===== src/rtl/cst_pkg.sv =====
// Shared types and constants for the character stream tokenizer.
// No dependencies; cst_front, cst_back and char_stream_tokenizer import this package.
package cst_pkg;

  // Fixed field widths of the token beat.
  localparam int KIND_BITS   = 5;
  localparam int POS_BITS    = 32;
  localparam int KW_BITS     = 3;
  localparam int QUEUE_DEPTH = 4;

  // Token kinds as they appear on the result channel.
  localparam logic [KIND_BITS-1:0] K_EOI     = 5'd0;
  localparam logic [KIND_BITS-1:0] K_SEMI    = 5'd1;
  localparam logic [KIND_BITS-1:0] K_PLUS    = 5'd2;
  localparam logic [KIND_BITS-1:0] K_MINUS   = 5'd3;
  localparam logic [KIND_BITS-1:0] K_TIMES   = 5'd4;
  localparam logic [KIND_BITS-1:0] K_DIV     = 5'd5;
  localparam logic [KIND_BITS-1:0] K_LP      = 5'd6;
  localparam logic [KIND_BITS-1:0] K_RP      = 5'd7;
  localparam logic [KIND_BITS-1:0] K_LCP     = 5'd8;
  localparam logic [KIND_BITS-1:0] K_RCP     = 5'd9;
  localparam logic [KIND_BITS-1:0] K_EQ      = 5'd10;
  localparam logic [KIND_BITS-1:0] K_LT      = 5'd11;
  localparam logic [KIND_BITS-1:0] K_GT      = 5'd12;
  localparam logic [KIND_BITS-1:0] K_IF      = 5'd13;
  localparam logic [KIND_BITS-1:0] K_WHILE   = 5'd14;
  localparam logic [KIND_BITS-1:0] K_IDENT   = 5'd15;
  localparam logic [KIND_BITS-1:0] K_NUM     = 5'd16;
  localparam logic [KIND_BITS-1:0] K_UNKNOWN = 5'd17;

  // Keyword prefix progress: i, if, w, wh, whi, whil, while.
  localparam logic [KW_BITS-1:0] KW_NONE  = 3'd0;
  localparam logic [KW_BITS-1:0] KW_I     = 3'd1;
  localparam logic [KW_BITS-1:0] KW_IF    = 3'd2;
  localparam logic [KW_BITS-1:0] KW_W     = 3'd3;
  localparam logic [KW_BITS-1:0] KW_WH    = 3'd4;
  localparam logic [KW_BITS-1:0] KW_WHI   = 3'd5;
  localparam logic [KW_BITS-1:0] KW_WHIL  = 3'd6;
  localparam logic [KW_BITS-1:0] KW_WHILE = 3'd7;

  // Scanner mode: nothing pending, a word pending or a number pending.
  typedef enum logic [1:0] {
    MODE_IDLE = 2'd0,
    MODE_WORD = 2'd1,
    MODE_NUM  = 2'd2
  } mode_t;

endpackage


===== src/rtl/cst_queue.sv =====
// Small register FIFO between the scanner front and the token back end.
// Depends on nothing; DEPTH must be a power of two of at least two.
module cst_queue #(
  parameter int WIDTH = 8,
  parameter int DEPTH = 4
) (
  input  logic             clk,
  input  logic             rst_n,
  input  logic             push_valid,
  output logic             push_ready,
  input  logic [WIDTH-1:0] push_data,
  output logic             pop_valid,
  input  logic             pop_ready,
  output logic [WIDTH-1:0] pop_data
);

  localparam int PTR_BITS = $clog2(DEPTH);
  localparam int CNT_BITS = $clog2(DEPTH + 1);

  logic [WIDTH-1:0]    mem_r [DEPTH];
  logic [PTR_BITS-1:0] wr_ptr_r, wr_ptr_nxt;
  logic [PTR_BITS-1:0] rd_ptr_r, rd_ptr_nxt;
  logic [CNT_BITS-1:0] count_r, count_nxt;
  logic                do_push, do_pop;

  // Handshake on both sides.
  assign push_ready = (count_r != CNT_BITS'(DEPTH));
  assign pop_valid  = (count_r != '0);
  assign pop_data   = mem_r[rd_ptr_r];
  assign do_push    = push_valid && push_ready;
  assign do_pop     = pop_valid && pop_ready;

  // Pointer and fill count update.
  always_comb begin
    wr_ptr_nxt = do_push ? wr_ptr_r + 1'b1 : wr_ptr_r;
    rd_ptr_nxt = do_pop  ? rd_ptr_r + 1'b1 : rd_ptr_r;
    count_nxt  = count_r;
    if (do_push && !do_pop) begin
      count_nxt = count_r + 1'b1;
    end else if (do_pop && !do_push) begin
      count_nxt = count_r - 1'b1;
    end
  end

  always_ff @(posedge clk) begin
    if (!rst_n) begin
      wr_ptr_r <= '0;
      rd_ptr_r <= '0;
      count_r  <= '0;
    end else begin
      wr_ptr_r <= wr_ptr_nxt;
      rd_ptr_r <= rd_ptr_nxt;
      count_r  <= count_nxt;
    end
  end

  // Storage needs no reset.
  always_ff @(posedge clk) begin
    if (do_push) begin
      mem_r[wr_ptr_r] <= push_data;
    end
  end

endmodule


===== src/rtl/cst_front.sv =====
// Scanner front end: classifies each character, tracks the pending word or
// number and builds a record of up to two tokens per beat. Uses cst_pkg.
module cst_front import cst_pkg::*; #(
  parameter int VALUE_BITS  = 32,
  parameter int LENGTH_BITS = 16
) (
  input  logic clk,
  input  logic rst_n,
  input  logic in_valid,
  output logic in_ready,
  input  logic [7:0] in_char_code,
  input  logic in_end_of_text,
  output logic rec_valid,
  input  logic rec_ready,
  output logic [2*(KIND_BITS+POS_BITS+LENGTH_BITS+VALUE_BITS+1):0] rec_data
);

  localparam int TOK_W = KIND_BITS + POS_BITS + LENGTH_BITS + VALUE_BITS + 1;

  // Character codes.
  localparam logic [7:0] CH_NUL    = 8'h00;
  localparam logic [7:0] CH_TAB    = 8'h09;
  localparam logic [7:0] CH_CR     = 8'h0D;
  localparam logic [7:0] CH_SPACE  = 8'h20;
  localparam logic [7:0] CH_LP     = 8'h28;
  localparam logic [7:0] CH_RP     = 8'h29;
  localparam logic [7:0] CH_STAR   = 8'h2A;
  localparam logic [7:0] CH_PLUS   = 8'h2B;
  localparam logic [7:0] CH_MINUS  = 8'h2D;
  localparam logic [7:0] CH_SLASH  = 8'h2F;
  localparam logic [7:0] CH_ZERO   = 8'h30;
  localparam logic [7:0] CH_NINE   = 8'h39;
  localparam logic [7:0] CH_SEMI   = 8'h3B;
  localparam logic [7:0] CH_LT     = 8'h3C;
  localparam logic [7:0] CH_EQ     = 8'h3D;
  localparam logic [7:0] CH_GT     = 8'h3E;
  localparam logic [7:0] CH_UP_A   = 8'h41;
  localparam logic [7:0] CH_UP_Z   = 8'h5A;
  localparam logic [7:0] CH_LO_A   = 8'h61;
  localparam logic [7:0] CH_LO_E   = 8'h65;
  localparam logic [7:0] CH_LO_F   = 8'h66;
  localparam logic [7:0] CH_LO_H   = 8'h68;
  localparam logic [7:0] CH_LO_I   = 8'h69;
  localparam logic [7:0] CH_LO_L   = 8'h6C;
  localparam logic [7:0] CH_LO_W   = 8'h77;
  localparam logic [7:0] CH_LO_Z   = 8'h7A;
  localparam logic [7:0] CH_LBRACE = 8'h7B;
  localparam logic [7:0] CH_RBRACE = 8'h7D;

  // Kind of a one-character token.
  function automatic logic [KIND_BITS-1:0] single_kind(input logic [7:0] c);
    logic [KIND_BITS-1:0] k;
    begin
      case (c)
        CH_NUL:    k = K_EOI;
        CH_SEMI:   k = K_SEMI;
        CH_PLUS:   k = K_PLUS;
        CH_MINUS:  k = K_MINUS;
        CH_STAR:   k = K_TIMES;
        CH_SLASH:  k = K_DIV;
        CH_LP:     k = K_LP;
        CH_RP:     k = K_RP;
        CH_LBRACE: k = K_LCP;
        CH_RBRACE: k = K_RCP;
        CH_EQ:     k = K_EQ;
        CH_LT:     k = K_LT;
        CH_GT:     k = K_GT;
        default:   k = K_UNKNOWN;
      endcase
      return k;
    end
  endfunction

  // Next keyword prefix after one more word character.
  function automatic logic [KW_BITS-1:0] keyword_next(input logic [KW_BITS-1:0] m,
                                                      input logic [7:0] c);
    logic [KW_BITS-1:0] r;
    begin
      r = KW_NONE;
      case (m)
        KW_I:    if (c == CH_LO_F) r = KW_IF;
        KW_W:    if (c == CH_LO_H) r = KW_WH;
        KW_WH:   if (c == CH_LO_I) r = KW_WHI;
        KW_WHI:  if (c == CH_LO_L) r = KW_WHIL;
        KW_WHIL: if (c == CH_LO_E) r = KW_WHILE;
        default: r = KW_NONE;
      endcase
      return r;
    end
  endfunction

  // Saturating acc * 10 + d; the top bit of the result is the overflow flag.
  function automatic logic [VALUE_BITS:0] add_digit(input logic [VALUE_BITS-1:0] acc,
                                                    input logic [3:0] d);
    logic [VALUE_BITS+3:0] prod;
    begin
      prod = {3'b000, acc, 1'b0} + {1'b0, acc, 3'b000} + {{VALUE_BITS{1'b0}}, d};
      if (prod[VALUE_BITS+3:VALUE_BITS] != 4'd0) begin
        return {1'b1, {VALUE_BITS{1'b1}}};
      end
      return {1'b0, prod[VALUE_BITS-1:0]};
    end
  endfunction

  // Token for a pending word or number.
  function automatic logic [TOK_W-1:0] pend_tok(input mode_t m,
                                                input logic [KW_BITS-1:0] kw,
                                                input logic [POS_BITS-1:0] start,
                                                input logic [LENGTH_BITS-1:0] len,
                                                input logic [VALUE_BITS-1:0] acc,
                                                input logic ovf);
    logic [KIND_BITS-1:0]  kind;
    logic [VALUE_BITS-1:0] val;
    logic                  sat;
    begin
      val = '0;
      sat = 1'b0;
      if (m == MODE_NUM) begin
        kind = K_NUM;
        val  = acc;
        sat  = ovf;
      end else if (kw == KW_IF) begin
        kind = K_IF;
      end else if (kw == KW_WHILE) begin
        kind = K_WHILE;
      end else begin
        kind = K_IDENT;
      end
      return {kind, start, len, val, sat};
    end
  endfunction

  // Scanner state.
  mode_t                  mode_r, mode_nxt;
  logic [POS_BITS-1:0]    pos_r, pos_nxt;
  logic [POS_BITS-1:0]    start_r, start_nxt;
  logic [LENGTH_BITS-1:0] cnt_r, cnt_nxt;
  logic [VALUE_BITS-1:0]  acc_r, acc_nxt;
  logic                   ovf_r, ovf_nxt;
  logic [KW_BITS-1:0]     kw_r, kw_nxt;

  // State after the character but before an end-of-text flush.
  mode_t                  mid_mode;
  logic [POS_BITS-1:0]    mid_start;
  logic [LENGTH_BITS-1:0] mid_cnt;
  logic [VALUE_BITS-1:0]  mid_acc;
  logic                   mid_ovf;
  logic [KW_BITS-1:0]     mid_kw;

  logic                   is_letter, is_digit, is_space, cont;
  logic [3:0]             digit;
  logic [VALUE_BITS:0]    acc_step;
  logic                   flush_old, emit_single, flush_late;
  logic [TOK_W-1:0]       tok_old, tok_single, tok_late, tok0, tok1;
  logic                   two_tok, any_tok;
  logic                   accept;

  // Character classes.
  always_comb begin
    is_letter = ((in_char_code >= CH_LO_A) && (in_char_code <= CH_LO_Z)) ||
                ((in_char_code >= CH_UP_A) && (in_char_code <= CH_UP_Z));
    is_digit  = (in_char_code >= CH_ZERO) && (in_char_code <= CH_NINE);
    is_space  = (in_char_code == CH_SPACE) ||
                ((in_char_code >= CH_TAB) && (in_char_code <= CH_CR));
    digit     = in_char_code[3:0];
    cont      = ((mode_r == MODE_WORD) && (is_letter || is_digit)) ||
                ((mode_r == MODE_NUM) && is_digit);
    acc_step  = add_digit(cont ? acc_r : '0, digit);
  end

  // Next-state: extend, start or drop the pending token, then flush on end of text.
  always_comb begin
    mid_mode  = MODE_IDLE;
    mid_start = start_r;
    mid_cnt   = '0;
    mid_acc   = '0;
    mid_ovf   = 1'b0;
    mid_kw    = KW_NONE;
    if (cont) begin
      mid_mode = mode_r;
      mid_cnt  = (&cnt_r) ? cnt_r : cnt_r + 1'b1;
      if (mode_r == MODE_WORD) begin
        mid_kw = keyword_next(kw_r, in_char_code);
      end else begin
        mid_acc = acc_step[VALUE_BITS-1:0];
        mid_ovf = ovf_r | acc_step[VALUE_BITS];
      end
    end else if (is_letter) begin
      mid_mode  = MODE_WORD;
      mid_start = pos_r;
      mid_cnt   = LENGTH_BITS'(1);
      if (in_char_code == CH_LO_I) begin
        mid_kw = KW_I;
      end else if (in_char_code == CH_LO_W) begin
        mid_kw = KW_W;
      end
    end else if (is_digit) begin
      mid_mode  = MODE_NUM;
      mid_start = pos_r;
      mid_cnt   = LENGTH_BITS'(1);
      mid_acc   = acc_step[VALUE_BITS-1:0];
    end

    pos_nxt   = pos_r + 1'b1;
    start_nxt = mid_start;
    if (in_end_of_text) begin
      mode_nxt = MODE_IDLE;
      cnt_nxt  = '0;
      acc_nxt  = '0;
      ovf_nxt  = 1'b0;
      kw_nxt   = KW_NONE;
    end else begin
      mode_nxt = mid_mode;
      cnt_nxt  = mid_cnt;
      acc_nxt  = mid_acc;
      ovf_nxt  = mid_ovf;
      kw_nxt   = mid_kw;
    end
  end

  // Outputs: the old pending token, a one-character token, the flushed new token.
  always_comb begin
    flush_old   = !cont && (mode_r != MODE_IDLE);
    emit_single = !cont && !is_space && !is_letter && !is_digit;
    flush_late  = in_end_of_text && (mid_mode != MODE_IDLE);
    tok_old     = pend_tok(mode_r, kw_r, start_r, cnt_r, acc_r, ovf_r);
    tok_single  = {single_kind(in_char_code), pos_r, LENGTH_BITS'(1),
                   {VALUE_BITS{1'b0}}, 1'b0};
    tok_late    = pend_tok(mid_mode, mid_kw, mid_start, mid_cnt, mid_acc, mid_ovf);
    two_tok     = flush_old && (emit_single || flush_late);
    any_tok     = flush_old || emit_single || flush_late;
    if (flush_old) begin
      tok0 = tok_old;
      tok1 = emit_single ? tok_single : tok_late;
    end else begin
      tok0 = emit_single ? tok_single : tok_late;
      tok1 = tok_late;
    end
  end

  assign in_ready  = rec_ready;
  assign accept    = in_valid && rec_ready;
  assign rec_valid = in_valid && any_tok;
  assign rec_data  = {two_tok, tok1, tok0};

  always_ff @(posedge clk) begin
    if (!rst_n) begin
      mode_r  <= MODE_IDLE;
      pos_r   <= '0;
      start_r <= '0;
      cnt_r   <= '0;
      acc_r   <= '0;
      ovf_r   <= 1'b0;
      kw_r    <= KW_NONE;
    end else if (accept) begin
      mode_r  <= mode_nxt;
      pos_r   <= pos_nxt;
      start_r <= start_nxt;
      cnt_r   <= cnt_nxt;
      acc_r   <= acc_nxt;
      ovf_r   <= ovf_nxt;
      kw_r    <= kw_nxt;
    end
  end

endmodule


===== src/rtl/cst_back.sv =====
// Token back end: takes one record of one or two tokens from the queue and
// sends its tokens out one beat at a time from a holding register. Uses cst_pkg.
module cst_back import cst_pkg::*; #(
  parameter int VALUE_BITS  = 32,
  parameter int LENGTH_BITS = 16
) (
  input  logic clk,
  input  logic rst_n,
  input  logic rec_valid,
  output logic rec_ready,
  input  logic [2*(KIND_BITS+POS_BITS+LENGTH_BITS+VALUE_BITS+1):0] rec_data,
  output logic out_valid,
  input  logic out_ready,
  output logic [KIND_BITS-1:0] out_token_kind,
  output logic [POS_BITS-1:0] out_start_offset,
  output logic [LENGTH_BITS-1:0] out_token_length,
  output logic [VALUE_BITS-1:0] out_number_value,
  output logic out_value_saturated,
  output logic out_last_of_run
);

  localparam int TOK_W = KIND_BITS + POS_BITS + LENGTH_BITS + VALUE_BITS + 1;
  localparam int REC_W = 2 * TOK_W + 1;

  logic [REC_W-1:0] cur_r;
  logic             cur_valid_r, cur_valid_nxt;
  logic             sel_r, sel_nxt;
  logic [TOK_W-1:0] tok;
  logic             last_tok;

  // Current token of the held record.
  assign tok      = sel_r ? cur_r[2*TOK_W-1:TOK_W] : cur_r[TOK_W-1:0];
  assign last_tok = sel_r || !cur_r[REC_W-1];

  assign out_valid           = cur_valid_r;
  assign out_token_kind      = tok[TOK_W-1 -: KIND_BITS];
  assign out_start_offset    = tok[TOK_W-KIND_BITS-1 -: POS_BITS];
  assign out_token_length    = tok[VALUE_BITS+LENGTH_BITS:VALUE_BITS+1];
  assign out_number_value    = tok[VALUE_BITS:1];
  assign out_value_saturated = tok[0];
  assign out_last_of_run     = last_tok;

  // A new record loads when the holding register is empty or its last beat leaves.
  assign rec_ready = !cur_valid_r || (out_ready && last_tok);

  always_comb begin
    cur_valid_nxt = cur_valid_r;
    sel_nxt       = sel_r;
    if (rec_ready) begin
      cur_valid_nxt = rec_valid;
      sel_nxt       = 1'b0;
    end else if (out_ready) begin
      sel_nxt = 1'b1;
    end
  end

  always_ff @(posedge clk) begin
    if (!rst_n) begin
      cur_valid_r <= 1'b0;
      sel_r       <= 1'b0;
    end else begin
      cur_valid_r <= cur_valid_nxt;
      sel_r       <= sel_nxt;
    end
  end

  // Record payload needs no reset.
  always_ff @(posedge clk) begin
    if (rec_ready && rec_valid) begin
      cur_r <= rec_data;
    end
  end

endmodule


===== src/rtl/char_stream_tokenizer.sv =====
// Character stream tokenizer: one character per beat in, one token per beat out.
// A completed token is held in the record queue and then in the back end's holding register.
// Throughput: one character per cycle while the queue has room; the four-record
// queue absorbs short bursts of two-token characters; a long run stalls the input.
// Reset (synchronous, rst_n low) clears scanner state, position, queue and output.
// Depends on cst_pkg, cst_front, cst_queue and cst_back.
module char_stream_tokenizer import cst_pkg::*; #(
  parameter int VALUE_BITS  = 32,
  parameter int LENGTH_BITS = 16
) (
  input  logic clk,
  input  logic rst_n,
  input  logic in_valid,
  output logic in_ready,
  input  logic [7:0] in_char_code,
  input  logic in_end_of_text,
  output logic out_valid,
  input  logic out_ready,
  output logic [KIND_BITS-1:0] out_token_kind,
  output logic [POS_BITS-1:0] out_start_offset,
  output logic [LENGTH_BITS-1:0] out_token_length,
  output logic [VALUE_BITS-1:0] out_number_value,
  output logic out_value_saturated,
  output logic out_last_of_run
);

  localparam int TOK_W = KIND_BITS + POS_BITS + LENGTH_BITS + VALUE_BITS + 1;
  localparam int REC_W = 2 * TOK_W + 1;

  logic             fq_valid, fq_ready;
  logic [REC_W-1:0] fq_data;
  logic             qb_valid, qb_ready;
  logic [REC_W-1:0] qb_data;

  // Scanner front end.
  cst_front #(
    .VALUE_BITS  (VALUE_BITS),
    .LENGTH_BITS (LENGTH_BITS)
  ) u_front (
    .clk            (clk),
    .rst_n          (rst_n),
    .in_valid       (in_valid),
    .in_ready       (in_ready),
    .in_char_code   (in_char_code),
    .in_end_of_text (in_end_of_text),
    .rec_valid      (fq_valid),
    .rec_ready      (fq_ready),
    .rec_data       (fq_data)
  );

  // Record queue between front and back.
  cst_queue #(
    .WIDTH (REC_W),
    .DEPTH (QUEUE_DEPTH)
  ) u_queue (
    .clk        (clk),
    .rst_n      (rst_n),
    .push_valid (fq_valid),
    .push_ready (fq_ready),
    .push_data  (fq_data),
    .pop_valid  (qb_valid),
    .pop_ready  (qb_ready),
    .pop_data   (qb_data)
  );

  // Token back end.
  cst_back #(
    .VALUE_BITS  (VALUE_BITS),
    .LENGTH_BITS (LENGTH_BITS)
  ) u_back (
    .clk                 (clk),
    .rst_n               (rst_n),
    .rec_valid           (qb_valid),
    .rec_ready           (qb_ready),
    .rec_data            (qb_data),
    .out_valid           (out_valid),
    .out_ready           (out_ready),
    .out_token_kind      (out_token_kind),
    .out_start_offset    (out_start_offset),
    .out_token_length    (out_token_length),
    .out_number_value    (out_number_value),
    .out_value_saturated (out_value_saturated),
    .out_last_of_run     (out_last_of_run)
  );

  // A saturated number always carries the clamped all-ones value.
  a_sat_clamped: assert property (@(posedge clk) disable iff (!rst_n)
    out_valid && out_value_saturated |->
      (out_token_kind == K_NUM) && (&out_number_value))
    else $error("saturated token is not a clamped number");

  // Only number tokens carry a value.
  a_value_only_num: assert property (@(posedge clk) disable iff (!rst_n)
    out_valid && (out_token_kind != K_NUM) |->
      (out_number_value == '0) && !out_value_saturated)
    else $error("non-number token carries a value");

  // One-character tokens have length one.
  a_single_len: assert property (@(posedge clk) disable iff (!rst_n)
    out_valid && ((out_token_kind < K_IF) || (out_token_kind == K_UNKNOWN)) |->
      (out_token_length == LENGTH_BITS'(1)))
    else $error("one-character token with wrong length");

  // The first of two tokens from one character is followed by its partner.
  a_pair_follows: assert property (@(posedge clk) disable iff (!rst_n)
    out_valid && out_ready && !out_last_of_run |=> out_valid)
    else $error("second token of a pair is missing");

endmodule

===== config.mk =====
export PLATFORM = sky130hd
export DESIGN_NAME = char_stream_tokenizer
export DESIGN_NICKNAME = d
export VERILOG_FILES = /design/src/rtl/cst_pkg.sv /design/src/rtl/cst_queue.sv /design/src/rtl/cst_front.sv /design/src/rtl/cst_back.sv /design/src/rtl/char_stream_tokenizer.sv
export SDC_FILE = /design/constraint.sdc
export NUM_CORES = 1
export LEC_CHECK = 0
export BUFFER_PORTS_ARGS = -buffer_cell sky130_fd_sc_hd__buf_4
export CAP_MARGIN = 30
export CORE_UTILIZATION = 55
export CTS_CLUSTER_SIZE = 14
export DETAILED_ROUTE_END_ITERATION = 10
export GPL_TIMING_DRIVEN = 0
export HOLD_SLACK_MARGIN = 0.15
export PLACE_DENSITY_LB_ADDON = 0.15
export RECOVER_POWER = 50
export SYNTH_ARGS = -nofsm -noshare
export SYNTH_HDL_FRONTEND = slang
export SYNTH_SLANG_ARGS = --single-unit

===== constraint.sdc =====
create_clock -name clk -period 14.31 [get_ports clk]
set_input_delay 2.1465 -clock clk [delete_from_list [all_inputs] [get_ports clk]]
set_output_delay 2.1465 -clock clk [all_outputs]
set_load 0.01 [all_outputs]

==> results.md <==
Floorplan:
- 102 I/O pins were placed.
- The die outline height is 275.4 um.
- The die covers 75850 sq um.
- The core region is 73450 sq um.
- The starting utilization of the core area is 55.97%.
- Row generation in the floorplan step produced 99 rows.
- From left edge to right edge, the die measures 275.4 um.

Detailed routing:
- The routed wirelength normalized by instance count is 23.47 um.
- The first-pass iteration count of the detailed router is 5.
- The routed design has 88040 um of wire.
- The first routing iteration left 1778 violations.
- For this block, the via count after detailed routing is 22230.
- In this run the remaining antenna-violating nets after routing total 0.
- Using the TritonRoute via totals, the vias-per-cell ratio works out to 5.925.
- In the routed design, unresolved DRC markers number 0.

Cells and area:
- The area overhead of the layout relative to synthesis is 13.22%.
- The number of nets in the layout is 2793.
- The final instance area is 46550 sq um.
- The diode insertion count for antenna repair is 0.
- The proportion of layout cells with a drive suffix above 1 is 19.12%.
- The post-layout utilization of the core is 63.37%.
- In the layout the commonest cells are 865 x sky130_fd_sc_hd__edfxtp_1, 205 x sky130_fd_sc_hd__clkbuf_1, 173 x sky130_fd_sc_hd__mux4_2.
- The leading cell type in the layout, fill and taps excluded is sky130_fd_sc_hd__edfxtp_1.

Power and ir drop:
- The internal power of the cells is 5.888 mW.
- Per report_power, the sequential group accounts for 48.4% of the total.
- In this run switching power makes up 25.44% of total power.
- The portion of total power attributed to the clock network is 33.0%.
- The leakage power summed over all cells is 15.18 nW.
- The areal power density over the cells is 169.7 nW/um^2.
- The part of the total power dissipated in combinational logic is 18.6%.
- The total power of the final layout is 7.897 mW.
- The switching power is 2.009 mW.
- Across the VDD grid, the largest voltage drop is 147.5 uV.

Global routing:
- Entering global routing, the biggest net connects 51 pins.
- For this run, global-route usage on met2 was measured as 40.27%.
- Global routing used 2.940% of the available met3 tracks.
- The number of global-route vias before repair is 22920.
- The aggregate global routing overflow is 0.
- The layer flagged by global routing as most heavily used is met2.
- Global routing used 23.76% of the available tracks.
- The met1 usage is 32.71%.
- The wire length of the first global-routing pass is 134700 um.
- The initial antenna violation count is 1.

Placed design:
- In this run the cell area measured after placement is 43760 sq um.
- The count of input and output buffers is 98.
- Detailed placement ended at an HPWL of 57680 um.
- Routability-driven placement finished with a final weighted congestion of 0.8587.
- Timing analysis after detailed placement gives a worst setup slack of 5.261 ns.

Clock network:
- The cell at the root of the clock tree is sky130_fd_sc_hd__clkbuf_16.
- The total clock buffers created by CTS is 101.
- The number of H-tree branching levels is 3.
- The longest clock path from root to sink contains 3 buffers.
- The tree built by TritonCTS fans out to 992 sinks.
- The post-cts gate resize count is 0.
- TritonCTS built the clock tree.
- The later-pin clock latency in the skew report is 0.65 ns.
- Clock-pin slew was measured on the worst setup and hold paths at 0.06 ns.
- The number of hold buffers added after CTS is 0.
- The number of post-CTS setup repair buffers is 0.

Synthesis:
- The Yosys step of the flow raised 0 warnings.
- Sequential cells were found to cover 69.36% of the synthesized design area.
- The distinct cell type count of the synthesized netlist is 66.
- Synthesis produced a netlist with a net count of 2557.
- The most used flip-flop cell after synthesis is sky130_fd_sc_hd__edfxtp_1.
- Counting flops with a built-in enable in the synthesized netlist gives 865.
- The netlist area before placement is 41110 sq um.
- After synthesis, the largest area contributor takes up 63.18% of total cell area.
- In this run, synthesis produced a sequential element count of 992.
- After synthesis, the share of flip-flops with an asynchronous set or reset is 0%.
- The top cell type by total area after synthesis is sky130_fd_sc_hd__edfxtp_1.
- The average instance area after synthesis is 16.64 sq um.
- In the post-synthesis netlist, the biggest area contributors are sky130_fd_sc_hd__edfxtp_1 63%, sky130_fd_sc_hd__mux4_2 9.5%, sky130_fd_sc_hd__dfxtp_1 6.2%.
- The cell count after synthesis came out at 2471.

Setup path:
- The number of cells on the worst reg-to-reg path is 9.
- STA puts the critical path data required time at 14.62 ns.
- The kind of critical path is input port to flop.
- Counting buffers and inverters, the worst setup path is 11 cells deep.
- Data arrives at the worst endpoint at 9.85 ns.
- The highest fanout seen on the critical path is 49.
- The highest cell delay on the worst timing path is 2.46 ns.
- Among all stages on the critical path, the largest delay is contributed by sky130_fd_sc_hd__and2_0.
- The worst setup path is captured at a flop.
- The most common cell type on the critical path is sky130_fd_sc_hd__clkbuf_1.
- STA classifies the critical path startpoint as an input port.
- The sum of buffers and inverters on the critical path is 4.
- The cell family with the largest share of critical-path delay is buffers and inverters.
- Traced cell by cell, the critical path runs through clkbuf_1 -> clkbuf_1 -> o21ai_0 -> nand4b_1 -> o31ai_1 -> a21oi_1 -> o21ai_0 -> a21oi_1 -> and2_0 -> clkbuf_1 -> buf_16.

Timing:
- The number of pins with negative max-slew slack in the final report is 463.
- The worst clock skew is 0.02491 ns.
- Setup repair after global routing left no endpoint under its margin.
- The worst path setup slack after routing is 4.771 ns.
- The share of the cycle needed by the critical path after routing is 66.66%.
- The final hold violation count came to 0.
- Derived from the worst setup path, the maximum achievable clock frequency is 104.8 MHz.
- Setup violations remaining at the end of the flow were counted as 0.
- The transition time at the pin with the least slew margin is 3.472 ns.
- The smallest clock period supported by the final layout is computed as 9.539 ns.
- The worst max-slew margin expressed relative to the limit is -131.5%.
- In the final timing run, aggregate negative setup slack is 0 ns.

Outcome:
- The flow ran to the end, but the final reports show violations.
- The final reports fail on max-capacitance violations, max-slew violations.

Job:
- Across the run, the number of max-cap violations was 13.

Worst hold path:
- The number of cells on the worst hold path is 2.
- The worst hold path belongs to the class flop to flop.
[power by group through the flow]
stage	Combinational [mW]	Sequential [mW]	Clock, mW
2_1_floorplan	0.941	3.95	0
6_report	1.47	3.82	2.61
3_5_place_dp	1.66	3.86	0
5_1_grt	1.57	3.86	2.77
3_3_place_gp	1.47	4.05	0
4_1_cts	1.66	3.81	2.65
[flip-flops by register name (all words and copies together), names as in the netlist]
register,count
u_front.kw_r,3
u_back.cur_r,173
u_queue.wr_ptr_r,2
u_front.pos_r,32
u_front.ovf_r,1
u_front.acc_r,32
u_back.out_valid,1
u_back.sel_r,1
u_front.cnt_r,16
u_front.mode_r,2
u_queue.count_r,3
u_front.start_r,32
u_queue.rd_ptr_r,2
u_queue.mem_r,692
[synth_stat cells, drive strengths merged (14+ instances only)]
cell type / instances
xnor2: 55
nand2b: 23
and3: 21
buf: 43
mux2: 151
a21o: 14
nor3: 20
inv: 26
clkbuf: 84
ha: 70
dfxtp: 127
mux2i: 35
a21oi: 61
nor2: 130
edfxtp: 865
o21ai: 110
mux4: 173
a21boi: 15
nand3: 36
nand2: 130
a22o: 19
and2: 75
o31ai: 17
nor2b: 52
[layer usage]
| layer | routed length [um] | vias to the layer above |
|---|---|---|
| met1 | 37870 | 11460 |
| li1 | - | 10090 |
| met3 | 3990 | 113 |
| met4 | 1848 | 0 |
| met5 | 0 | - |
| met2 | 44330 | 568 |
[worst paths after layout]
kind                                   startpoint                   end  slack [ns]
worst max-delay path              in_char_code[1]  u_queue.mem_r[3][17]        4.77
worst min-delay path             u_front.acc_r[7]      u_front.acc_r[7]        0.48
worst max register to register  u_front.mode_r[0]  u_queue.mem_r[3][17]        6.90
worst min register to register   u_front.acc_r[7]      u_front.acc_r[7]        0.48
[cell families (layout without fill, tap and decap cells)]
family | Yosys count | after routing | share of synthesized area [%]
buffers and inverters | 153 | 475 | 1.461
and+or+nand+nor | 530 | 530 | 6.428
DFF | 992 | 992 | 69.36
AOI/OAI and AO/OA | 299 | 299 | 4.623
muxes | 359 | 359 | 14.46
adders and majority gates | 73 | 73 | 2.276
xor gates and xnor gates | 65 | 65 | 1.385
[area by class of cell]
type	instances	area, sq um
Clock inverter	45	493.0
Sequential cell	992	28520
Tap cell	959	1200
Buffer	127	499.2
Inverter	26	97.59
Fill cell	5214	26910
Multi-Input combinational cell	1326	11980
Clock buffer	144	2843
Timing Repair Buffer	133	917.1
[worst reg2reg max path, stage by stage (launching register included)]
cell                       delay [ns]
sky130_fd_sc_hd__dfxtp_1         0.31
sky130_fd_sc_hd__clkbuf_1        0.33
sky130_fd_sc_hd__nand2b_1        0.18
sky130_fd_sc_hd__nor2_1          0.07
sky130_fd_sc_hd__a21oi_1         0.19
sky130_fd_sc_hd__o21ai_0         0.35
sky130_fd_sc_hd__a21oi_1         0.59
sky130_fd_sc_hd__and2_0          2.46
sky130_fd_sc_hd__clkbuf_1        2.21
sky130_fd_sc_hd__buf_16          0.34
[per-stage QoR]
step | hold slack (ns) | cells
3_3_place_gp | 0.4531 | 3528
5_1_grt | 0.5016 | 3752
3_5_place_dp | 0.4600 | 3559
2_1_floorplan | 0.4382 | 2471
4_1_cts | 0.4741 | 3748
6_report | 0.4764 | 3752
No activity file was read; power rests on OpenSTA's default activity.
